==> config.mk <==
export PLATFORM = sky130hd
export DESIGN_NAME = indexed_ring_deque
export DESIGN_NICKNAME = d
export VERILOG_FILES = /design/src/hdl/ird_pkg.sv /design/src/hdl/indexed_ring_deque.sv /design/src/hdl/ird_ctrl.sv /design/src/hdl/ird_datapath.sv
export SDC_FILE = /design/constraint.sdc
export NUM_CORES = 2
export LEC_CHECK = 0
export BUFFER_PORTS_ARGS = -buffer_cell sky130_fd_sc_hd__buf_2
export CORE_MARGIN = 3
export CORE_UTILIZATION = 35
export CTS_CLUSTER_DIAMETER = 40
export DETAILED_ROUTE_END_ITERATION = 7
export PLACE_DENSITY = 0.53
export SETUP_SLACK_MARGIN = 0.4
export SYNTH_ARGS = -nofsm -noshare
export SYNTH_HDL_FRONTEND = slang
export SYNTH_SLANG_ARGS = --single-unit
==> constraint.sdc <==
create_clock -name clock -period 6.6 [get_ports clock]
set_clock_uncertainty 0.15 [all_clocks]
set_input_delay 0.99 -clock clock [delete_from_list [all_inputs] [get_ports clock]]
set_output_delay 0.99 -clock clock [all_outputs]
set_load 0.05 [all_outputs]
==> src/hdl/ird_pkg.sv <==
// ----------------------------------------------------------------------------
// ird_pkg
// shared types and codes for the indexed ring deque
// ----------------------------------------------------------------------------
package ird_pkg;

   // operation codes, three bits on the request word
   typedef enum logic [2:0] {
      OP_GET    = 3'd0,
      OP_PUT    = 3'd1,
      OP_INSERT = 3'd2,
      OP_REMOVE = 3'd3,
      OP_ROTATE = 3'd4
   } op_type;

   // status codes on the response word
   typedef enum logic [1:0] {
      STAT_OK    = 2'd0,
      STAT_BAD   = 2'd1,
      STAT_EMPTY = 2'd2,
      STAT_FULL  = 2'd3
   } status_type;

   // controller states
   typedef enum logic [2:0] {
      S_IDLE,
      S_DECODE,
      S_TARGET,
      S_MOVE_RD,
      S_MOVE_WR,
      S_STORE,
      S_FINISH,
      S_RESPOND
   } state_type;

   // controller to datapath
   typedef struct packed {
      logic load;      // latch request fields
      logic decode;    // register checks and move plan
      logic take;      // read the addressed element into the result holder
      logic move_rd;   // read the element being moved
      logic move_wr;   // write it to its new place, step the move counters
      logic store;     // write the request data at the target
      logic finish;    // update count or head
      logic respond;   // load the response register
   } cmd_type;

   // datapath to controller
   typedef struct packed {
      logic [2:0] op;
      logic       skip;       // error status or unknown code: nothing to do
      logic       rem_zero;   // no element left to move
      logic       slot_free;  // response register can take a word
   } flags_type;

endpackage

==> src/hdl/indexed_ring_deque.sv <==
// ----------------------------------------------------------------------------
// indexed_ring_deque
// bounded ordered sequence of words with get, put, insert, remove, rotate
// ----------------------------------------------------------------------------
// The block keeps up to CAPACITY words, index 0 at the head, in a single-port
// memory used as a circular buffer behind a head pointer. One request word is
// taken at a time and gives exactly one response word. After decode, get,
// put and remove read the target, put then writes it, and insert, remove
// and rotate spend a read and a write state on each element they move:
// insert shifts the elements from the gap to the tail up by one, remove
// shifts the elements after the index down by one, and rotate copies the
// elements ahead of the new head behind the tail and then moves the head
// pointer. The one memory port (one read or one write a cycle) is why each
// moved element needs both states. Errors (bad index, position or amount,
// empty, full) leave the store alone and return a zero data field; unknown
// operation codes return status ok with nothing changed. A new request is
// taken while the last response still waits in its output register.
module indexed_ring_deque #(
   parameter int CAPACITY   = 64,
   parameter int DATA_WIDTH = 32
) (
   input  logic clock,
   input  logic reset,

   // request words
   input  logic req_tvalid,
   output logic req_tready,
   // operation, item_index, insert_position, rotate_amount, data_in
   input  logic [((3 + $clog2(CAPACITY) + $clog2(CAPACITY + 2) + 1 + $clog2(CAPACITY + 1) + 1
                  + DATA_WIDTH + 7) / 8) * 8 - 1:0] req_tdata,

   // response words
   output logic rsp_tvalid,
   input  logic rsp_tready,
   // data_out, count, status
   output logic [((DATA_WIDTH + $clog2(CAPACITY + 1) + 2 + 7) / 8) * 8 - 1:0] rsp_tdata
);
   import ird_pkg::*;

   localparam int AW = $clog2(CAPACITY);          // item_index width
   localparam int CW = $clog2(CAPACITY + 1);      // count width
   localparam int PW = $clog2(CAPACITY + 2) + 1;  // insert_position width
   localparam int RW = $clog2(CAPACITY + 1) + 1;  // rotate_amount width
   localparam int RSP_TW = ((DATA_WIDTH + CW + 2 + 7) / 8) * 8;

   // bit offsets of the request fields
   localparam int IDX_LO = 3;
   localparam int POS_LO = IDX_LO + AW;
   localparam int ROT_LO = POS_LO + PW;
   localparam int DIN_LO = ROT_LO + RW;

   cmd_type               cmd;
   flags_type             flags;
   logic [DATA_WIDTH-1:0] data_out;
   logic [CW-1:0]         count_out;
   status_type            status_out;

   // sequencer
   ird_ctrl u_ctrl (
      .clock      (clock),
      .reset      (reset),
      .req_tvalid (req_tvalid),
      .req_tready (req_tready),
      .flags      (flags),
      .cmd        (cmd)
   );

   // store, checks and response register
   ird_datapath #(
      .CAPACITY   (CAPACITY),
      .DATA_WIDTH (DATA_WIDTH),
      .AW         (AW),
      .CW         (CW),
      .PW         (PW),
      .RW         (RW)
   ) u_datapath (
      .clock      (clock),
      .reset      (reset),
      .cmd        (cmd),
      .flags      (flags),
      .op_in      (req_tdata[2:0]),
      .idx_in     (req_tdata[IDX_LO +: AW]),
      .pos_in     (signed'(req_tdata[POS_LO +: PW])),
      .rot_in     (signed'(req_tdata[ROT_LO +: RW])),
      .din_in     (req_tdata[DIN_LO +: DATA_WIDTH]),
      .rsp_tready (rsp_tready),
      .rsp_tvalid (rsp_tvalid),
      .data_out   (data_out),
      .count_out  (count_out),
      .status_out (status_out)
   );

   // pack the response word, data in the low bits, zero fill at the top
   assign rsp_tdata = RSP_TW'({status_out, count_out, data_out});

endmodule

==> src/hdl/ird_ctrl.sv <==
// ----------------------------------------------------------------------------
// ird_ctrl
// sequencer for the ring deque: steps one request through its states
// ----------------------------------------------------------------------------
module ird_ctrl (
   input  logic               clock,
   input  logic               reset,
   input  logic               req_tvalid,
   output logic               req_tready,
   input  ird_pkg::flags_type flags,
   output ird_pkg::cmd_type   cmd
);
   import ird_pkg::*;

   state_type state_ff;
   state_type state_in;

   always_ff @(posedge clock) begin
      if (reset) begin
         state_ff <= S_IDLE;
      end else begin
         state_ff <= state_in;
      end
   end

   // next state
   always_comb begin
      state_in = state_ff;
      case (state_ff)
         S_IDLE: begin
            if (req_tvalid) state_in = S_DECODE;
         end
         S_DECODE: begin
            if (flags.skip) begin
               state_in = S_RESPOND;
            end else if (flags.op == OP_INSERT || flags.op == OP_ROTATE) begin
               state_in = S_MOVE_RD;
            end else begin
               state_in = S_TARGET;
            end
         end
         S_TARGET: begin
            if (flags.op == OP_GET) begin
               state_in = S_RESPOND;
            end else if (flags.op == OP_PUT) begin
               state_in = S_STORE;
            end else begin
               state_in = S_MOVE_RD;
            end
         end
         S_MOVE_RD: begin
            if (!flags.rem_zero) begin
               state_in = S_MOVE_WR;
            end else if (flags.op == OP_INSERT) begin
               state_in = S_STORE;
            end else begin
               state_in = S_FINISH;
            end
         end
         S_MOVE_WR: begin
            state_in = S_MOVE_RD;
         end
         S_STORE: begin
            state_in = S_FINISH;
         end
         S_FINISH: begin
            state_in = S_RESPOND;
         end
         S_RESPOND: begin
            if (flags.slot_free) state_in = S_IDLE;
         end
         default: begin
            state_in = S_IDLE;
         end
      endcase
   end

   // outputs
   always_comb begin
      cmd        = '0;
      req_tready = 1'b0;
      case (state_ff)
         S_IDLE: begin
            req_tready = 1'b1;
            cmd.load   = req_tvalid;
         end
         S_DECODE: begin
            cmd.decode = 1'b1;
         end
         S_TARGET: begin
            cmd.take = 1'b1;
         end
         S_MOVE_RD: begin
            cmd.move_rd = !flags.rem_zero;
         end
         S_MOVE_WR: begin
            cmd.move_wr = 1'b1;
         end
         S_STORE: begin
            cmd.store = 1'b1;
         end
         S_FINISH: begin
            cmd.finish = 1'b1;
         end
         S_RESPOND: begin
            cmd.respond = flags.slot_free;
         end
         default: begin
            cmd = '0;
         end
      endcase
   end

endmodule

==> src/hdl/ird_datapath.sv <==
// ----------------------------------------------------------------------------
// ird_datapath
// element store as a circular buffer with head pointer, checks, move
// counters and response register
// ----------------------------------------------------------------------------
module ird_datapath #(
   parameter int CAPACITY   = 64,
   parameter int DATA_WIDTH = 32,
   parameter int AW         = $clog2(CAPACITY),
   parameter int CW         = $clog2(CAPACITY + 1),
   parameter int PW         = $clog2(CAPACITY + 2) + 1,
   parameter int RW         = $clog2(CAPACITY + 1) + 1
) (
   input  logic                   clock,
   input  logic                   reset,
   input  ird_pkg::cmd_type       cmd,
   output ird_pkg::flags_type     flags,
   input  logic [2:0]             op_in,
   input  logic [AW-1:0]          idx_in,
   input  logic signed [PW-1:0]   pos_in,
   input  logic signed [RW-1:0]   rot_in,
   input  logic [DATA_WIDTH-1:0]  din_in,
   input  logic                   rsp_tready,
   output logic                   rsp_tvalid,
   output logic [DATA_WIDTH-1:0]  data_out,
   output logic [CW-1:0]          count_out,
   output ird_pkg::status_type    status_out
);
   import ird_pkg::*;

   localparam int LW = AW + 1;   // logical offsets reach below twice the depth
   localparam int EW = PW + 2;   // signed width for the range checks

   // request fields
   logic [2:0]            op_ff, op_in_r;
   logic [AW-1:0]         idx_ff, idx_in_r;
   logic signed [PW-1:0]  pos_ff, pos_in_r;
   logic signed [RW-1:0]  rot_ff, rot_in_r;
   logic [DATA_WIDTH-1:0] din_ff, din_in_r;

   // plan and ring state
   status_type            status_ff, status_in;
   logic [LW-1:0]         target_ff, target_in;
   logic [LW-1:0]         cur_ff, cur_in;
   logic [CW-1:0]         rem_ff, rem_in;
   logic [AW-1:0]         head_ff, head_in;
   logic [CW-1:0]         count_ff, count_in;

   // response register
   logic                  rsp_valid_ff, rsp_valid_in;
   logic [DATA_WIDTH-1:0] rsp_data_ff, rsp_data_in;
   logic [CW-1:0]         rsp_count_ff, rsp_count_in;
   status_type            rsp_status_ff, rsp_status_in;

   // memory and its read registers
   logic [DATA_WIDTH-1:0] mem [CAPACITY];
   logic [DATA_WIDTH-1:0] rd_ff;
   logic [DATA_WIDTH-1:0] keep_ff;

   // decode results
   logic signed [EW-1:0]  n_e, idx_e, pos_e, rot_e, at_e, start_e;
   logic signed [EW-1:0]  tgt_e, cur_e, rem_e;
   status_type            st_dec;
   logic                  known_op;

   // address path
   logic [LW-1:0]         dst_log, addr_log, l1, sum_log;
   logic [AW-1:0]         mem_addr;
   logic                  wr_en;
   logic [DATA_WIDTH-1:0] wr_data;

   // checks and move plan from the latched request
   always_comb begin
      n_e     = signed'(EW'(count_ff));
      idx_e   = signed'(EW'(idx_ff));
      pos_e   = EW'(pos_ff);
      rot_e   = EW'(rot_ff);
      at_e    = (pos_e > 0) ? pos_e - EW'(1) : pos_e + n_e;
      start_e = (rot_e >= 0) ? ((rot_e == n_e) ? EW'(0) : rot_e) : rot_e + n_e;
      st_dec  = STAT_OK;
      known_op = 1'b1;
      tgt_e   = idx_e;
      cur_e   = idx_e + EW'(1);
      rem_e   = n_e - EW'(1) - idx_e;
      case (op_ff)
         OP_GET, OP_PUT, OP_REMOVE: begin
            if (count_ff == '0) begin
               st_dec = STAT_EMPTY;
            end else if (idx_e >= n_e) begin
               st_dec = STAT_BAD;
            end
         end
         OP_INSERT: begin
            tgt_e = at_e;
            cur_e = n_e - EW'(1);
            rem_e = n_e - at_e;
            if (pos_e < -n_e || pos_e > n_e + EW'(1)) begin
               st_dec = STAT_BAD;
            end else if (count_ff == CW'(CAPACITY)) begin
               st_dec = STAT_FULL;
            end
         end
         OP_ROTATE: begin
            tgt_e = start_e;
            cur_e = '0;
            rem_e = start_e;
            if (count_ff == '0) begin
               st_dec = STAT_EMPTY;
            end else if (rot_e > n_e || rot_e < -n_e) begin
               st_dec = STAT_BAD;
            end
         end
         default: begin
            known_op = 1'b0;
         end
      endcase
   end

   // logical to physical slot: (head + offset) modulo depth
   always_comb begin
      if (op_ff == OP_INSERT) begin
         dst_log = cur_ff + LW'(1);
      end else if (op_ff == OP_REMOVE) begin
         dst_log = cur_ff - LW'(1);
      end else begin
         dst_log = cur_ff + LW'(count_ff);
      end
      if (cmd.move_rd) begin
         addr_log = cur_ff;
      end else if (cmd.move_wr) begin
         addr_log = dst_log;
      end else begin
         addr_log = target_ff;
      end
      l1       = (addr_log >= LW'(CAPACITY)) ? addr_log - LW'(CAPACITY) : addr_log;
      sum_log  = LW'(head_ff) + l1;
      mem_addr = (sum_log >= LW'(CAPACITY)) ? AW'(sum_log - LW'(CAPACITY))
                                            : AW'(sum_log);
   end

   assign wr_en   = cmd.move_wr || cmd.store;
   assign wr_data = cmd.store ? din_ff : rd_ff;

   always_ff @(posedge clock) begin
      if (wr_en) mem[mem_addr] <= wr_data;
      if (cmd.move_rd) rd_ff <= mem[mem_addr];
      if (cmd.take) keep_ff <= mem[mem_addr];
   end

   // next values
   always_comb begin
      op_in_r       = op_ff;
      idx_in_r      = idx_ff;
      pos_in_r      = pos_ff;
      rot_in_r      = rot_ff;
      din_in_r      = din_ff;
      status_in     = status_ff;
      target_in     = target_ff;
      cur_in        = cur_ff;
      rem_in        = rem_ff;
      head_in       = head_ff;
      count_in      = count_ff;
      rsp_valid_in  = rsp_valid_ff;
      rsp_data_in   = rsp_data_ff;
      rsp_count_in  = rsp_count_ff;
      rsp_status_in = rsp_status_ff;

      if (cmd.load) begin
         op_in_r  = op_in;
         idx_in_r = idx_in;
         pos_in_r = pos_in;
         rot_in_r = rot_in;
         din_in_r = din_in;
      end
      if (cmd.decode) begin
         status_in = st_dec;
         target_in = tgt_e[LW-1:0];
         cur_in    = cur_e[LW-1:0];
         rem_in    = rem_e[CW-1:0];
      end
      if (cmd.move_wr) begin
         cur_in = (op_ff == OP_INSERT) ? cur_ff - LW'(1) : cur_ff + LW'(1);
         rem_in = rem_ff - CW'(1);
      end
      if (cmd.finish) begin
         if (op_ff == OP_INSERT) begin
            count_in = count_ff + CW'(1);
         end else if (op_ff == OP_REMOVE) begin
            count_in = count_ff - CW'(1);
         end else if (op_ff == OP_ROTATE) begin
            head_in = mem_addr;
         end
      end
      if (cmd.respond) begin
         rsp_valid_in  = 1'b1;
         rsp_count_in  = count_ff;
         rsp_status_in = status_ff;
         if (status_ff != STAT_OK) begin
            rsp_data_in = '0;
         end else if (op_ff == OP_GET || op_ff == OP_PUT || op_ff == OP_REMOVE) begin
            rsp_data_in = keep_ff;
         end else if (op_ff == OP_INSERT) begin
            rsp_data_in = din_ff;
         end else begin
            rsp_data_in = '0;
         end
      end else if (rsp_tready) begin
         rsp_valid_in = 1'b0;
      end
   end

   always_ff @(posedge clock) begin
      if (reset) begin
         head_ff      <= '0;
         count_ff     <= '0;
         rsp_valid_ff <= 1'b0;
      end else begin
         head_ff      <= head_in;
         count_ff     <= count_in;
         rsp_valid_ff <= rsp_valid_in;
      end
      op_ff         <= op_in_r;
      idx_ff        <= idx_in_r;
      pos_ff        <= pos_in_r;
      rot_ff        <= rot_in_r;
      din_ff        <= din_in_r;
      status_ff     <= status_in;
      target_ff     <= target_in;
      cur_ff        <= cur_in;
      rem_ff        <= rem_in;
      rsp_data_ff   <= rsp_data_in;
      rsp_count_ff  <= rsp_count_in;
      rsp_status_ff <= rsp_status_in;
   end

   assign flags.op        = op_ff;
   assign flags.skip      = (st_dec != STAT_OK) || !known_op;
   assign flags.rem_zero  = (rem_ff == '0);
   assign flags.slot_free = !rsp_valid_ff || rsp_tready;

   assign rsp_tvalid = rsp_valid_ff;
   assign data_out   = rsp_data_ff;
   assign count_out  = rsp_count_ff;
   assign status_out = rsp_status_ff;

endmodule
Yosys cells after proc, flatten, opt, wreduce, memory -nomap -nowiden:

Memories as Yosys holds them, arrays and structs flattened.
Index checks and enable logic that the tools add are counted.

* input bits: 68
* bits in writable memories: 2048
* register bits: 202
* memories kept: 1
* logic and storage cells: 140

Memories
* u_datapath.mem: words 64, bits a word 32, read ports 1, clocked after memory_dff 0, write ports 1, RTL line ird_datapath.sv:56 `logic [DATA_WIDTH-1:0] mem [CAPACITY];`

* mux-type cells: 52
* add/sub/neg operators: 18
* equality and inequality tests: 15
* reductions and logical operators: 25
* $lt $le $gt $ge: 9
* bitwise logic cells: 2

Operator list (number)
* $mux W7: 15
* $mux W32: 3
* $pmux W7 S2: 3
* $sub A7 B1 Y7 const B: 4
* $pmux W3 S8: 1
* $add A7 B7 Y7: 3
* $lt A8 B10 Y1: 2
* $mux W3: 6
* $mux W1: 17
* $eq A3 B3 Y1 const B: 5
* $add A7 B1 Y7 const B: 2
* $ge A7 B7 Y1 const B: 2
* $logic_not A7 Y1: 2
* $sub A7 B7 Y7: 2
* $eq A3 B2 Y1 const B: 4
* $mux W2: 5
* $neg A7 Y10: 1
* $reduce_bool A2 Y1: 5
* $gt A8 B9 Y1: 1
* $add A7 B1 Y8 const B: 1
* $eq A8 B8 Y1: 1
* $ge A8 B1 Y1 const B: 1
* $gt A8 B1 Y1 const B: 1
* $gt A8 B8 Y1: 1
* 20 further kinds: 33

Longest topological paths before layout:

An unclocked memory read counts as a cell.

* word-level depth: 11
* depth in mapped cells: 24

Modules after synthesis:

A second synthesis with hierarchy kept.

* cells, all modules: 5574
* area total of the unflattened synthesis: 88496.1 um^2

Modules (own cells, without submodules)
* ird_datapath: sequential area each 67274.5 um^2, instances 1, area an instance 88185.8 um^2, cells an instance 5530
* ird_ctrl: sequential area each 60.1 um^2, instances 1, area an instance 254.0 um^2, cells an instance 36
* indexed_ring_deque: sequential area each 0.0 um^2, instances 1, area an instance 56.3 um^2, cells an instance 8

Worst setup path before layout:

No wires, ideal clock.

* path type: register -> register
* start point: register u_datapath.rem_ff[0]
* end point: memory u_datapath.mem[62][0] (enable)
* data arrival time: 6.000 ns
* setup time: 0.421 ns
* buffers on the path: 4
* slack: 0.029 ns
* stages on the path, launching flop included: 20
* period minus slack after synthesis: 6.571 ns
* cell sequence: edfxtp_1 > inv_1 > ha_1 > nand3_1 > or2_2 > nand2_1 > inv_1 > clkbuf_1 > a31oi_1 > o22ai_1 > ha_1 > inv_1 > fa_1 > xor2_1 > nor3_1 > clkbuf_1 > clkbuf_1 > clkbuf_1 > nand2_1 > nor2_1

RTL lines
* start: declaration: RTL line ird_datapath.sv:45 `logic [CW-1:0] rem_ff, rem_in;`
* start signal: assignment: RTL line ird_datapath.sv:230 `rem_ff <= rem_in;`
* end: declaration: RTL line ird_datapath.sv:56

Worst setup path in the final report:

* start point: register u_datapath.cur_ff[0]
* end point: register u_datapath.rd_ff[30] (read register of u_datapath.mem), data pin

* cells in the longest elaborated chain, start to end: 11

Ends and longest elaborated chain
* start: declaration: RTL line ird_datapath.sv:44 `logic [LW-1:0] cur_ff, cur_in;`
* start signal: assignment: RTL line ird_datapath.sv:229 `cur_ff <= cur_in;`
* $add A7 B7 Y7 or $sub A7 B1 Y7 (tied branches): RTL line ird_datapath.sv:126, ird_datapath.sv:124
* $mux W7: RTL line ird_datapath.sv:123 `end else if (op_ff == OP_REMOVE) begin`
* $mux W7: RTL line ird_datapath.sv:121 `if (op_ff == OP_INSERT) begin`
* $mux W7: RTL line ird_datapath.sv:130 `end else if (cmd.move_wr) begin`
* $mux W7 (*): RTL line ird_datapath.sv:128 `if (cmd.move_rd) begin`
* $sub A7 B7 Y7 or $ge A7 B7 Y1 (tied branches): RTL line ird_datapath.sv:135 `l1 = (addr_log >= LW'(CAPACITY)) ? addr_log - LW'(CAPACITY) : addr_log;`
* $mux W7 (*): RTL line ird_datapath.sv:135
* $add A6 B7 Y7 (*): RTL line ird_datapath.sv:136 `sum_log = LW'(head_ff) + l1;`
* $sub A6 B1 Y6 or $ge A7 B7 Y1 (tied branches): RTL line ird_datapath.sv:137 `mem_addr = (sum_log >= LW'(CAPACITY)) ? AW'(sum_log - LW'(CAPACITY))`
* $mux W6 (*): RTL line ird_datapath.sv:137
* $mem_v2 Z64 W32 (*)
* end: declaration: RTL line ird_datapath.sv:57 `logic [DATA_WIDTH-1:0] rd_ff;`

Mark *: on every way between the ends. The rest lies on a longest branch, timed or not.
A chain may end at the register's enable or synchronous reset.

==> metrics.md <==
| Metric | Value |
|---|---|
| Fmax | 168 MHz |
| Area of the die | 0.248 mm^2 |
| Sequential element share of the synthesized area | 0.794 |
| CTS max path bufs | 4 |
| Max cap viols | 0 |
| Clock-pin slew on the worst setup and hold paths | 0.05 ns |
| Buffers plus inverters on the worst setup path | 4 |
| Die width | about 500 um |
| First-pass GRT wire length | 370 mm |
| Vias in the first global route | around 48000 |
| GRT overflow | 0 |
| Worst-path maximum fanout | 28 |
| H-tree depth | 5 |
| Worst-path cell chain | ha_1 > fa_1 > nor2_1 > a211oi_1 > a21oi_1 > nand2_1 > a21boi_0 > inv_1 > fa_1 > nand2_1 > nor2_4 > buf_12 > buf_12 > a22o_1 > a221oi_1 > nand4_1 > o21ai_0 > o21ai_0 > buf_4 > nor2_1 > a31oi_1 |
| Syn_area_per_cell | 17.5 um^2 |
| RR Startpoint | u_datapath.cur_ff[0] |
| Fillers | 21200 |
| Register-to-Register Setup Slack | 0.64 ns |
| Number of synthesized flops with an enable pin | 2231 |
| Setup violators final | 0 |
| Core area | 0.241 mm^2 |
| I/O Buffers | 103 |
| Initial antenna violation count | 8 |
| Vias | 49500 |
| CTS tree | yes |
| Most common cell after layout, fill and taps aside | edfxtp_1 |
| Dominant cell type by area after synthesis | edfxtp_1 |
| Top cell family by delay on the critical path | compound AO/OA/AOI/OAI gates |
| Synth Warn # | 0 |
| Critical path's largest stage delay | 0.70 ns |
| Critical path origin | u_datapath.cur_ff[0] |
| Worst setup SP type | register |
| WS Path Type | register to register |
| Synth Register Bits | 2248 |
| GPL Wtd Cong | 0.847 |
| DRC | 0 |
| LEAKAGE | around 32 nW |
| Number of distinct library cells after synthesis | 66 |
| Relative slew margins | 0.162 |
| Final Max Slew Viols | 0 |
| # rows | 180 |
| # hold bufs at CTS | 0 |
| WL per Instance | 30.6 um |
| Total power | 46.7 mW |
| R2R depth | 21 |
| Outcome | complete, no violations |
| CTS buffer count | 282 |
| NumNets Final | 5350 |
| Multi-input gate area | 0.0166 mm^2 |
| Post-synth top flop | edfxtp_1 |
| Post-Synthesis Cell Area | 0.0848 mm^2 |
| VDD IR max | 0.280 mV |
| DRT antenna net count | 0 |
| Clock Sinks | 2248 |
| Critical Path AT | 6.48 ns |
| Layout cells sized above 1 | 0.172 |
| Root buf cell | clkbuf_16 |
| CP endpoint | u_datapath.rd_ff[30] |
| Cell count after synthesis | 4834 |
| Setup TNS | 0 ns |
| Synth area leaders | edfxtp_1 (79%), a22oi_1 (6.6%), nand4_1 (1.7%) |
| Clock Latency Late Sink | 0.91 ns |
| Final hold violations | 0 |
| Routed WL | 263 mm |
| Initial core utilization | 0.352 |
| Yosys top cell area share | 0.790 |
| Worst path depth | 21 |
| P&R area growth vs syn | 19.0% |
| Min-Delay Path Class | primary input to register |
| Crit path required time | 7.12 ns |
| Vias/cell | 5.77 |
| Period utilization | 0.903 |
| Largest net degree at the start of global routing | 81 |
| Worst-margin pin slew | 1.26 ns |
| Register area | 0.0673 mm^2 |
| First DRT Iteration DRCs | 6259 |
| Post-CTS sizing | 0 |
| Slowest stage cell on the critical path | fa_1 |
| I/O pin count | 118 |
| Die Span Y | 498 um |
| Fraction of registers with async set/reset | 0 |
| Post-detail-place hpwl | 146 mm |
| Post-CTS Repair Setup Buffers | 0 |
| TritonRoute pass-1 iters | 5 |
| Critical path endpoint category | register |
| GRT Total Usage | 0.206 |
| RSZ-0062 raised after global routing | false |
| RR Endpoint | u_datapath.rd_ff[30] |
| Post-layout min period | 5.96 ns |
| Commonest non-fill, non-tap cells in the layout | edfxtp_1 (2231), a22oi_1 (747), clkbuf_16 (288) |
| Pwr dens | 462 mW/mm^2 |
==> cells by family after synthesis <==
| kind of cell | count (synthesis) | share of synthesized area |
|---|---|---|
| and+or+nand+nor | 604 | 0.0367 |
| AOI/OAI and AO/OA | 1417 | 0.126 |
| buffers and inverters | 370 | 0.0174 |
| adders and majority gates | 87 | 0.0134 |
| xor gates and xnor gates | 63 | 0.00659 |
| DFF | 2248 | 0.794 |
| other | 1 | 0.0000442 |
| muxes | 44 | 0.00566 |
==> metrics by stage <==
stage	area (um^2)	utilization	hold WS [ns]	setup WS, ns	cells
final	101000	0.419	0.118	0.640	8585
after CTS	101000	0.419	0.0574	0.701	8579
after global routing	101000	0.419	0.0665	0.475	8581
after detailed placement	92000	0.382	0.277	0.711	8096
after global placement	92000	0.382	0.279	0.749	8096
after floorplan	84900	-	0.267	0.0289	4840
==> per-layer routing <==
layer  track usage  vias to the layer above  share of wire
met5             0                        -              0
met2         0.328                     2177           0.47
met1         0.292                    26000           0.43
li1              -                    21000              -
met4        0.0511                        0          0.022
met3        0.0375                      339          0.080
==> sequential cells by signal, summed over array words and instances, names as in the netlist <==
name and flops:
u_datapath.rd_ff 32, u_datapath.status_out 2, u_datapath.cur_ff 6, u_datapath.rsp_tvalid 1
u_datapath.count_ff 7, u_datapath.rem_ff 7, u_datapath.status_ff 2, u_datapath.count_out 7
u_datapath.idx_ff 6, u_datapath.din_ff 32, u_datapath.op_ff 3, u_datapath.data_out 32
u_ctrl.state_ff 3, u_datapath.keep_ff 32, u_datapath.target_ff 6, u_datapath.pos_ff 8
u_datapath.mem 2048, u_datapath.head_ff 6, u_datapath.rot_ff 8
==> worst reg2reg max path: stages (launching register included) <==
cell and delay [ns]:
edfxtp_1 0.49, ha_1 0.27, fa_1 0.51, nor2_1 0.05, a211oi_1 0.19, a21oi_1 0.07, nand2_1 0.08, a21boi_0 0.28
inv_1 0.10, fa_1 0.70, nand2_1 0.21, nor2_4 0.59, buf_12 0.26, buf_12 0.26, a22o_1 0.17, a221oi_1 0.06
nand4_1 0.12, o21ai_0 0.16, o21ai_0 0.51, buf_4 0.27, nor2_1 0.05, a31oi_1 0.23
==> final cells by class <==
cell class                      instances  share of cell area
Sequential cell                      2248               0.667
Multi-Input combinational cell       2222               0.165
Clock buffer                          334              0.0731
Tap cell                             3185              0.0395
Timing Repair Buffer                  398              0.0383
Clock inverter                        149              0.0158
Inverter                               43             0.00160
Antenna cell                            6            0.000149
==> Yosys cell counts, types with 3 or more instances <==
master / number
edfxtp_1: 2231
a22oi_1: 747
nand4_1: 228
clkbuf_1: 227
nor2_1: 226
a221oi_1: 162
a22o_1: 157
o21ai_0: 87
ha_1: 81
o211ai_1: 67
a21oi_1: 63
buf_1: 62
inv_1: 43
xnor2_1: 42
nand2_1: 38
a31oi_1: 35
mux2_2: 32
a311o_1: 29
buf_2: 25
nor3_1: 20
xor2_1: 20
dfxtp_1: 17
nand3_1: 16
a21o_1: 15
nor2b_1: 15
nand2b_1: 14
a211oi_1: 12
mux2i_1: 12
buf_4: 11
or2_2: 11
and3_1: 9
o21a_1: 9
fa_1: 6
o21bai_1: 6
nor3b_1: 5
nor4_1: 5
a211o_1: 4
o22ai_1: 4
a2111oi_0: 3
o32a_1: 3
or3_1: 3
==> power by group <==
group,switching (mW),internal [mW]
clock,5.85,9.08
sequential,0.247,17.2
combinational,10.0,4.26
total,16.1,30.5
==> worst min-delay path by stage <==
stage / startpoint / to / slack (ns) / depth (start not counted)
5_1_grt: req_tdata[37] / u_datapath.din_ff[12] / 0.07 / 1
2_1_floorplan: u_datapath.status_ff[0] / u_datapath.status_out[0] / 0.27 / 0
6_report: req_tdata[36] / u_datapath.din_ff[11] / 0.12 / 1
3_3_place_gp: u_datapath.status_ff[0] / u_datapath.status_out[0] / 0.28 / 0
4_1_cts: req_tdata[36] / u_datapath.din_ff[11] / 0.06 / 1
3_5_place_dp: u_datapath.status_ff[0] / u_datapath.status_out[0] / 0.28 / 0
(Power assumes the default switching activity.)
